## src/rtl/bba_pkg.sv

```systemverilog
// ----------------------------------------------------------------------------
// bba_pkg
// Types and constants for the buddy block allocator.
// ----------------------------------------------------------------------------
package bba_pkg;

  localparam int FUNC_W   = 1;
  localparam int REQ_W    = 24;
  localparam int NODE_W   = 8;
  localparam int STATUS_W = 2;
  localparam int OFF_W    = 23;
  localparam int SIZE_W   = 24;
  localparam int MINB_W   = 17;
  localparam int HDR_W    = 7;
  localparam int CFG_IDX_W = 1;
  localparam int CFG_DATA_W = 17;

  localparam logic [FUNC_W-1:0] FUNC_ALLOC = 1'b0;
  localparam logic [FUNC_W-1:0] FUNC_FREE  = 1'b1;

  localparam logic [CFG_IDX_W-1:0] REG_MIN_BLOCK = 1'b0;
  localparam logic [CFG_IDX_W-1:0] REG_HEADER    = 1'b1;

  localparam logic [STATUS_W-1:0] ST_OK     = 2'd0;
  localparam logic [STATUS_W-1:0] ST_NOMEM  = 2'd1;
  localparam logic [STATUS_W-1:0] ST_TOOBIG = 2'd2;
  localparam logic [STATUS_W-1:0] ST_BADIDX = 2'd3;

  typedef struct packed {
    logic [FUNC_W-1:0] func;
    logic [REQ_W-1:0]  request_bytes;
    logic [NODE_W-1:0] free_node;
  } req_word_t;

  typedef struct packed {
    logic [STATUS_W-1:0] status;
    logic [NODE_W-1:0]   node_index;
    logic [OFF_W-1:0]    byte_offset;
    logic [SIZE_W-1:0]   block_bytes;
  } rsp_word_t;

  typedef struct packed {
    logic [CFG_IDX_W-1:0]  index;
    logic [CFG_DATA_W-1:0] value;
  } cfg_word_t;

  typedef enum logic [3:0] {
    S_CLEAR, S_IDLE, S_FIT, S_SCAN, S_SCAN_CHK, S_SPLIT,
    S_FR_SELF, S_FR_ANC, S_FR_SUB, S_FR_SUB_CHK, S_MERGE_RD, S_MERGE_CHK, S_OUT
  } state_t;

endpackage

```

## src/rtl/bba_if.sv

```systemverilog
// ----------------------------------------------------------------------------
// bba_if
// Valid/ready channel carrying one word of payload type T.
// ----------------------------------------------------------------------------
interface bba_if #(parameter type T = logic) ();
  logic valid;
  logic ready;
  T     data;
  modport source (output valid, output data, input ready);
  modport sink   (input valid, input data, output ready);
endinterface

```

## src/rtl/bba_mark_mem.sv

```systemverilog
// ----------------------------------------------------------------------------
// bba_mark_mem
// Free-mark store: one write port, one registered read port.
// ----------------------------------------------------------------------------
module bba_mark_mem #(
  parameter int DEPTH = 255,
  parameter int AW = 8
) (
  input  logic          clk,
  input  logic          we,
  input  logic [AW-1:0] waddr,
  input  logic          wdata,
  input  logic [AW-1:0] raddr,
  output logic          rdata
);
  logic mem [DEPTH];

  always_ff @(posedge clk) begin
    if (we) begin
      mem[waddr] <= wdata;
    end
    rdata <= mem[raddr];
  end
endmodule

```

## src/rtl/buddy_block_allocator_core.sv

```systemverilog
// ----------------------------------------------------------------------------
// buddy_block_allocator_core
// Buddy allocator over a binary tree of free marks held in one memory.
// ----------------------------------------------------------------------------
// Channels: req (func, request_bytes, free_node), rsp (status, node_index,
// byte_offset, block_bytes) and cfg (index, value). One response word per
// request word, in order; one request is in flight at a time.
// The marks live in one memory of 2^LEVELS-1 entries with a registered read,
// so the time to a response follows the walks:
//   alloc: a fit step per level tried, then a read and a check per node
//          scanned, then a split step per level descended and a final one.
//   free : an own check, a step per ancestor, a subtree setup, a step per
//          subtree node, then a read and a check per sibling on the merge
//          walk, and a final step if it reaches the root.
// req goes ready again once the response word is taken and the core has
// moved from S_OUT back to S_IDLE.
// After reset a clearing pass writes every entry (root marked) while req is
// held not ready; cfg writes are taken at any time.
// A stalled rsp holds its word; the next request waits behind it.
// ----------------------------------------------------------------------------
module buddy_block_allocator_core #(
  parameter int LEVELS = 8
) (
  input logic clk,
  input logic rst,
  bba_if.sink   req,
  bba_if.source rsp,
  bba_if.sink   cfg
);
  import bba_pkg::*;

  localparam int NODES = (1 << LEVELS) - 1;
  localparam int AW    = LEVELS;
  localparam int LW    = $clog2(LEVELS + 1);
  localparam int CW    = (AW > NODE_W) ? AW : NODE_W;

  logic [MINB_W-1:0] min_block;
  logic [HDR_W-1:0]  hdr;

  state_t state, state_next;

  logic [AW-1:0]     addr;       // current node
  logic [AW-1:0]     orig;       // node of the free request
  logic [AW-1:0]     last;       // scan / subtree range end
  logic [AW-1:0]     first;
  logic [LW-1:0]     lvl;        // level of current scan
  logic [LW-1:0]     fit;
  logic [REQ_W:0]    need;
  logic [SIZE_W+16:0] blk;       // candidate block size, wide
  logic              fr_func;
  logic [NODE_W-1:0] fr_node;
  logic [AW-1:0]     mnode;      // node whose mark the merge walk carries

  logic              rsp_valid;
  logic [STATUS_W-1:0] o_status;
  logic [NODE_W-1:0] o_node;
  logic [OFF_W-1:0]  o_off;
  logic [SIZE_W-1:0] o_size;

  logic          we, wdata, rdata;
  logic [AW-1:0] waddr, raddr;

  bba_mark_mem #(.DEPTH(NODES), .AW(AW)) u_mem (
    .clk, .we, .waddr, .wdata, .raddr, .rdata
  );

  assign cfg.ready = 1'b1;
  always_ff @(posedge clk) begin
    if (rst) begin
      min_block <= MINB_W'(64);
      hdr       <= HDR_W'(8);
    end else if (cfg.valid) begin
      if (cfg.data.index == REG_MIN_BLOCK) min_block <= cfg.data.value[MINB_W-1:0];
      else                                 hdr <= cfg.data.value[HDR_W-1:0];
    end
  end

  assign req.ready = (state == S_IDLE) && !rsp_valid;
  assign rsp.valid = rsp_valid;
  assign rsp.data.status      = o_status;
  assign rsp.data.node_index  = o_node;
  assign rsp.data.byte_offset = o_off;
  assign rsp.data.block_bytes = o_size;

  function automatic logic [AW-1:0] lvl_start(input logic [LW-1:0] l);
    lvl_start = AW'((1 << l) - 1);
  endfunction

  logic [AW:0]   a2p1, a2p2;
  assign a2p1 = {addr, 1'b1};
  assign a2p2 = {addr, 1'b0} + (AW+1)'(2);
  logic [AW-1:0] par;
  assign par = AW'((addr - AW'(1)) >> 1);

  logic [AW:0]   c2p1, c2p2;     // children of the freed node
  assign c2p1 = {orig, 1'b1};
  assign c2p2 = {orig, 1'b0} + (AW+1)'(2);

  logic [AW:0]   f2, l2;
  assign f2 = {first, 1'b1};
  assign l2 = {last, 1'b0} + (AW+1)'(2);

  logic [AW-1:0] sib, mpar;
  assign sib  = mnode[0] ? mnode + AW'(1) : mnode - AW'(1);
  assign mpar = AW'((mnode - AW'(1)) >> 1);

  always_ff @(posedge clk) begin
    if (rst) state <= S_CLEAR;
    else     state <= state_next;
  end

  logic finish;
  logic [STATUS_W-1:0] fin_st;

  always_comb begin
    state_next = state;
    we = 1'b0; waddr = addr; wdata = 1'b0; raddr = addr;
    finish = 1'b0; fin_st = ST_OK;
    case (state)
      S_CLEAR: begin
        we = 1'b1; wdata = (addr == '0);
        if (addr == AW'(NODES - 1)) state_next = S_IDLE;
      end
      S_IDLE: begin
        if (req.valid && req.ready) state_next = (req.data.func == FUNC_ALLOC) ? S_FIT : S_FR_SELF;
        raddr = AW'(req.data.free_node);
      end
      S_FIT: begin
        if (blk >= (SIZE_W+17)'(need)) begin
          state_next = S_SCAN; raddr = lvl_start(fit);
        end else if (fit == '0) begin
          finish = 1'b1; fin_st = ST_TOOBIG; state_next = S_OUT;
        end
      end
      S_SCAN: state_next = S_SCAN_CHK;
      S_SCAN_CHK: begin
        if (rdata) begin
          we = 1'b1; wdata = 1'b0;
          state_next = S_SPLIT;
        end else if (addr != last) begin
          raddr = addr + AW'(1); state_next = S_SCAN;
        end else if (lvl == '0) begin
          finish = 1'b1; fin_st = ST_NOMEM; state_next = S_OUT;
        end else begin
          raddr = lvl_start(lvl - LW'(1)); state_next = S_SCAN;
        end
      end
      S_SPLIT: begin
        if (lvl == fit) begin
          finish = 1'b1; state_next = S_OUT;
        end else begin
          we = 1'b1; wdata = 1'b1; waddr = a2p2[AW-1:0];
        end
      end
      S_FR_SELF: begin
        if (CW'(fr_node) >= CW'(NODES) || rdata) begin
          finish = 1'b1; fin_st = ST_BADIDX; state_next = S_OUT;
        end else if (addr == '0) begin
          state_next = S_FR_SUB;
        end else begin
          raddr = par; state_next = S_FR_ANC;
        end
      end
      S_FR_ANC: begin
        // rdata is the mark of addr, read last cycle
        if (rdata) begin
          finish = 1'b1; fin_st = ST_BADIDX; state_next = S_OUT;
        end else if (addr == '0) begin
          state_next = S_FR_SUB;
        end else begin
          raddr = par;
        end
      end
      S_FR_SUB: begin
        if (c2p1 > (AW+1)'(NODES - 1)) begin
          state_next = S_MERGE_RD;
        end else begin
          raddr = c2p1[AW-1:0]; state_next = S_FR_SUB_CHK;
        end
      end
      S_FR_SUB_CHK: begin
        if (rdata) begin
          finish = 1'b1; fin_st = ST_BADIDX; state_next = S_OUT;
        end else if (addr != last) begin
          raddr = addr + AW'(1);
        end else if (f2 > (AW+1)'(NODES - 1)) begin
          state_next = S_MERGE_RD;
        end else begin
          raddr = f2[AW-1:0];
        end
      end
      // The carried mark is written only where the walk stops; each merged
      // sibling is cleared on the way up.
      S_MERGE_RD: begin
        if (mnode == '0) begin
          we = 1'b1; wdata = 1'b1; waddr = mnode;
          finish = 1'b1; state_next = S_OUT;
        end else begin
          raddr = sib; state_next = S_MERGE_CHK;
        end
      end
      S_MERGE_CHK: begin
        if (rdata) begin
          we = 1'b1; wdata = 1'b0; waddr = sib; state_next = S_MERGE_RD;
        end else begin
          we = 1'b1; wdata = 1'b1; waddr = mnode;
          finish = 1'b1; state_next = S_OUT;
        end
      end
      S_OUT: if (!rsp_valid) state_next = S_IDLE;
      default: state_next = S_IDLE;
    endcase
  end

  always_ff @(posedge clk) begin
    if (rst) begin
      addr <= '0; rsp_valid <= 1'b0;
    end else begin
      if (rsp.valid && rsp.ready) rsp_valid <= 1'b0;
      case (state)
        S_CLEAR: addr <= (addr == AW'(NODES - 1)) ? '0 : addr + AW'(1);
        S_IDLE: if (req.valid && req.ready) begin
          fr_func <= req.data.func;
          fr_node <= req.data.free_node;
          addr <= AW'(req.data.free_node);
          orig <= AW'(req.data.free_node);
          need <= (REQ_W+1)'(req.data.request_bytes) + (REQ_W+1)'(hdr);
          fit <= LW'(LEVELS - 1);
          blk <= (SIZE_W+17)'(min_block);
        end
        S_FIT: begin
          if (blk >= (SIZE_W+17)'(need)) begin
            lvl <= fit; addr <= lvl_start(fit);
            last <= AW'((1 << (fit + LW'(1))) - 2);
          end else begin
            fit <= fit - LW'(1); blk <= blk << 1;
          end
        end
        S_SCAN_CHK: begin
          if (rdata) begin
            // keep addr
          end else if (addr != last) addr <= addr + AW'(1);
          else if (lvl != '0) begin
            lvl <= lvl - LW'(1); addr <= lvl_start(lvl - LW'(1));
            last <= lvl_start(lvl) - AW'(1);
          end
        end
        S_SPLIT: if (lvl != fit) begin
          addr <= a2p1[AW-1:0]; lvl <= lvl + LW'(1);
        end
        S_FR_SELF: if (addr != '0) addr <= par;
        S_FR_ANC:  if (addr != '0) addr <= par;
        S_FR_SUB: begin
          mnode <= orig;
          first <= c2p1[AW-1:0]; last <= c2p2[AW-1:0]; addr <= c2p1[AW-1:0];
        end
        S_FR_SUB_CHK: begin
          if (addr != last) addr <= addr + AW'(1);
          else if (f2 <= (AW+1)'(NODES - 1)) begin
            first <= f2[AW-1:0]; last <= l2[AW-1:0]; addr <= f2[AW-1:0];
          end
        end
        S_MERGE_CHK: if (rdata) mnode <= mpar;
        default: ;
      endcase
      if (finish) begin
        rsp_valid <= 1'b1;
        o_status <= fin_st;
        o_node <= '0; o_off <= '0; o_size <= '0;
        if (fin_st == ST_OK && fr_func == FUNC_ALLOC) begin
          o_node <= NODE_W'(addr);
          o_size <= blk[SIZE_W-1:0];
          o_off  <= blk[OFF_W-1:0] * OFF_W'(addr - lvl_start(fit));
        end
      end
    end
  end
endmodule

```

## src/flat_wrapper.sv

```systemverilog
// flat-port wrapper written by rule: the top's interface ports become plain ports
module buddy_block_allocator_core_flat import bba_pkg::*;
#(
  parameter int LEVELS = 8
)
  (clk, rst, req_valid, req_data, req_ready, rsp_valid, rsp_data, rsp_ready, cfg_valid, cfg_data, cfg_ready);
  bba_if #(.T(req_word_t)) req_i ();
  bba_if #(.T(rsp_word_t)) rsp_i ();
  bba_if #(.T(cfg_word_t)) cfg_i ();
  input logic clk;
  input logic rst;
  input wire logic [$bits(req_i.valid)-1:0] req_valid;
  input wire logic [$bits(req_i.data)-1:0] req_data;
  output wire logic [$bits(req_i.ready)-1:0] req_ready;
  output wire logic [$bits(rsp_i.valid)-1:0] rsp_valid;
  output wire logic [$bits(rsp_i.data)-1:0] rsp_data;
  input wire logic [$bits(rsp_i.ready)-1:0] rsp_ready;
  input wire logic [$bits(cfg_i.valid)-1:0] cfg_valid;
  input wire logic [$bits(cfg_i.data)-1:0] cfg_data;
  output wire logic [$bits(cfg_i.ready)-1:0] cfg_ready;
  assign req_i.valid = req_valid;
  assign req_i.data = req_data;
  assign req_ready = req_i.ready;
  assign rsp_valid = rsp_i.valid;
  assign rsp_data = rsp_i.data;
  assign rsp_i.ready = rsp_ready;
  assign cfg_i.valid = cfg_valid;
  assign cfg_i.data = cfg_data;
  assign cfg_ready = cfg_i.ready;
  buddy_block_allocator_core #(.LEVELS(LEVELS)) u_core (.clk(clk), .rst(rst), .req(req_i), .rsp(rsp_i), .cfg(cfg_i));
endmodule
```

## config.mk

```make
export PLATFORM = sky130hd
export DESIGN_NAME = buddy_block_allocator_core_flat
export DESIGN_NICKNAME = d
export VERILOG_FILES = /design/src/rtl/bba_pkg.sv /design/src/rtl/bba_if.sv /design/src/rtl/bba_mark_mem.sv /design/src/rtl/buddy_block_allocator_core.sv /design/src/flat_wrapper.sv
export SDC_FILE = /design/constraint.sdc
export NUM_CORES = 1
export LEC_CHECK = 0
export BUFFER_PORTS_ARGS = -buffer_cell sky130_fd_sc_hd__buf_4
export CORE_ASPECT_RATIO = 1.2
export CORE_MARGIN = 4
export CORE_UTILIZATION = 42
export DETAILED_ROUTE_END_ITERATION = 10
export SYNTH_ARGS = -nofsm -noshare
export SYNTH_HDL_FRONTEND = slang
export SYNTH_SLANG_ARGS = --single-unit
```

## constraint.sdc

```tcl
create_clock -name clk -period 22.4 [get_ports clk]
set_input_delay 4.48 -clock clk [delete_from_list [all_inputs] [get_ports clk]]
set_output_delay 4.48 -clock clk [all_outputs]
set_load 0.005 [all_outputs]
```

==> metrics.md <==
| Metric | Value |
|---|---|
| Final ANT Viol Nets | 0 |
| Non-filler cells, final | 4220 |
| Vias in the first global route | 23.5k |
| Max Buffers Root-to-Sink | 3 |
| Pleak | 13.7 nW |
| Vias/cell | 5.50 |
| Die Ht | ~310 um |
| Endpoints failing setup | 0 |
| RSZ-0062 raised after global routing | false |
| # hold bufs at CTS | 0 |
| Max-cap violations | 0 |
| Crit Path Class | reg -> reg |
| Post-Syn Area | 31800 um^2 |
| Final hold violation count | 0 |
| Dominant cells by area after synthesis | edfxtp_1, fa_1, ha_1, nor2_1, mux2i_1 |
| Total track usage | 0.221 |
| Asr flop ratio synth | 0 |
| Mapped Avg Cell Area | 10.1 um^2 |
| Global-route wire length before repair | 137 mm |
| Status | finished, final reports clean |
| Clk sinks | about 460 |
| Per-cell routed wire length | around 21 um |
| Slowest-stage cell, CP | nor2_1 |
| Seq/Total Area, Yosys | 0.419 |
| Largest net degree at the start of global routing | 90 |
| Largest area contributor in the netlist | edfxtp_1 |
| Power per cell area | between 60 and 70 nW/um^2 |
| Clk root buf | clkbuf_16 |
| Critical path data required time | 22.72 ns |
| Crit path DAT | between 10 and 15 ns |
| Overflow after GRT | 0 |
| Share of the synthesized area in the top cell type | 0.395 |
| Die Width | roughly 260 um |
| Synth-to-Final Area Change | 10.2% |
| Vias | 23.2k |
| DP Wirelength | 61.9 mm |
| Post-CTS Resized | 0 |
| Worst skew pair latency | 0.62 ns |
| Slew Limit Fails | 0 |
| Hold_sp | u_core.min_block[0]$_SDFFE_PP0P_ |
| CP Launch Type | flop |
| Starting DRT DRC Count | about 1.8k |
| TritonRoute pass-1 iters | 5 |
| Postcts setup bufs | 0 |
| Reg2Reg Setup Slack | 12.25 ns |
| Hold Path Sink | u_core.min_block[0]$_SDFFE_PP0P_ |
| # rows | 110 |
| Syn nets | 3521 |
| Flip-flop and latch count after synthesis | 456 |
| Yosys cell types | 99 |
| Reg-to-reg endpoint | u_core.o_off[22]$_SDFFCE_PN0P_ |
| Share of layout cells above drive strength 1 | 0.0925 |
| CP Capture Type | flop |
| FF-to-FF Start | u_core.fit[0]$_SDFFCE_PN1P_ |
| Crit Path Max Fanout | 19 |
| Warnings, synthesis | 0 |
| HP Class | reg -> reg |
| Slowest stage delay, CP | about 0.76 ns |
| IO Pins | 116 |
| Tmin final | about 10 ns |
| Worst-case clock skew | around 0.018 ns |
| Post-Place Cells | between 4k and 5k |
| Die Footprint | between 80000 and 90000 um^2 |
| CTS tree | built |
| Initial core utilization | 0.423 |
| Peak Freq | around 0.099 GHz |
| Min-Delay Path Depth | 2 |
| Clock transition at path regs | 0.06 ns |
| Post-synth EDFFs | 418 |
| Rel. slew slack | 0.229 |
| Worst slew pin tran | 1.16 ns |
| IO Port Bufs | 114 |
| Gpl congestion | between 0.9 and 1 |
| Dominant synthesized flop cell | edfxtp_1 |
| Path depth of the worst reg2reg path | 38 |
| Post-Route WL | 89.3 mm |
| Inserted Clock Buffers | between 40 and 50 |
| Initial antenna violation count | 2 |
| H-tree depth | 2 |
| Synth Instances | approximately 3.1k |
| Post-route setup TNS | 0 ns |
| CORE AREA | 75000 um^2 |
| Post-layout nets | 3551 |
| Highest ir drop seen on vdd | ~83 uV |
| DRC viols | 0 |
| Final Cycle Share | 0.453 |
## layout by cell type (no fill, tap or decap), types with 49 or more instances in the layout
| master | instances |
|---|---|
| ha_1 | 158 |
| nor2_1 | 412 |
| inv_1 | 301 |
| clkbuf_16 | 49 |
| buf_4 | 157 |
| fa_1 | 164 |
| a21oi_1 | 114 |
| and2_1 | 91 |
| o21ai_0 | 81 |
| edfxtp_1 | 418 |
| mux2i_1 | 152 |
| nand2_1 | 371 |
| xnor2_1 | 99 |
## worst max-delay path by stage
stage / slack, ns / depth (start not counted) / to / start
after floorplan: 12.78 / 2 / u_core.o_node[0]$_SDFFCE_PN0P_ / rst
after global placement: 12.44 / 38 / u_core.o_off[22]$_SDFFCE_PN0P_ / u_core.fit[0]$_SDFFCE_PN1P_
after detailed placement: 12.29 / 38 / u_core.o_off[22]$_SDFFCE_PN0P_ / u_core.fit[0]$_SDFFCE_PN1P_
after CTS: 12.28 / 38 / u_core.o_off[22]$_SDFFCE_PN0P_ / u_core.fit[0]$_SDFFCE_PN1P_
after global routing: 11.26 / 38 / u_core.o_off[22]$_SDFFCE_PN0P_ / u_core.fit[0]$_SDFFCE_PN1P_
final: 12.25 / 38 / u_core.o_off[22]$_SDFFCE_PN0P_ / u_core.fit[0]$_SDFFCE_PN1P_
## kinds of logic after synthesis
| group | after synthesis | synth area share |
|---|---|---|
| AND/OR/NAND/NOR | 1140 | 0.163 |
| buffers and inverters | 480 | 0.0612 |
| flip-flops | 456 | 0.419 |
| AO/OA/AOI/OAI | 415 | 0.0886 |
| adder cells (fa/ha/maj) | 322 | 0.166 |
| multiplexers | 181 | 0.0614 |
| XOR/XNOR | 148 | 0.0408 |
| other | 1 | 0.000118 |
## critical path: cells and delay by family, from the launching register on
family | cells | cell delay (ns)
simple gates | 8 | 1.69
xor+xnor | 2 | 0.34
compound gates | 10 | 2.17
fa+ha+maj | 11 | 4.27
flops | 1 | 0.52
buf+inv | 7 | 0.85
## through the flow
stage / instance area (um^2) / utilization / setup WS, ns / power, mW / hold WS, ns
2_1_floorplan: 31800 / - / 12.78 / 1.38 / 0.432
3_3_place_gp: 33500 / 0.446 / 12.44 / 1.50 / 0.444
3_5_place_dp: 33500 / 0.446 / 12.29 / 1.50 / 0.447
4_1_cts: 35000 / 0.467 / 12.28 / 2.30 / 0.455
5_1_grt: 35000 / 0.467 / 11.26 / 2.41 / 0.476
6_report: 35000 / 0.467 / 12.25 / 2.28 / 0.457
## cell type report
type | instances | area [um^2]
fillers | 7135 | 40000
multi-input cells | 2207 | 16600
flip-flops and latches | 456 | 13300
clock buffers | 66 | 1300
well taps | 1008 | 1260
repair buffers | 157 | 1180
inverters | 302 | 1130
clock inverters | 23 | 238
diodes | 1 | 2.50
## Yosys cell counts, drive strengths merged, types with 38 or more instances
cell type  count
mux2i        153
nand3         48
inv          301
nand2        371
nor3          40
and2          93
xor2          48
buf           52
nand2b        38
o21ai         89
fa           164
clkbuf       126
a21oi        117
dfxtp         38
xnor2        100
edfxtp       418
ha           158
nor2         413
nor2b         39
## sequential cells by signal, indices dropped and copies added, names as in the netlist
name,count
u_core.o_status,2
u_core.u_mem.rdata,1
u_core.rsp.valid,1
u_core.mnode,8
u_core.state,4
u_core.need,25
u_core.fr_func,1
u_core.u_mem.mem,255
u_core.o_off,23
u_core.addr,8
u_core.fit,4
u_core.o_node,8
u_core.blk,41
u_core.first,7
u_core.lvl,4
u_core.hdr,7
u_core.min_block,17
u_core.last,8
u_core.o_size,24
u_core.fr_node,8
## per-layer routing
layer,global-route usage,vias up,routed length (um)
li1,-,10800,-
met1,0.266,11400,35200
met2,0.398,815,44600
met3,0.0349,242,5760
met4,0.0845,2,3810
met5,0,-,13
## power breakdown
group          internal (mW)  switching (mW)  leakage [nW]
sequential             0.959         0.00434          4.09
clock                  0.445           0.349         0.742
combinational          0.213           0.307          8.90
No activity file was read; power rests on OpenSTA's default activity.
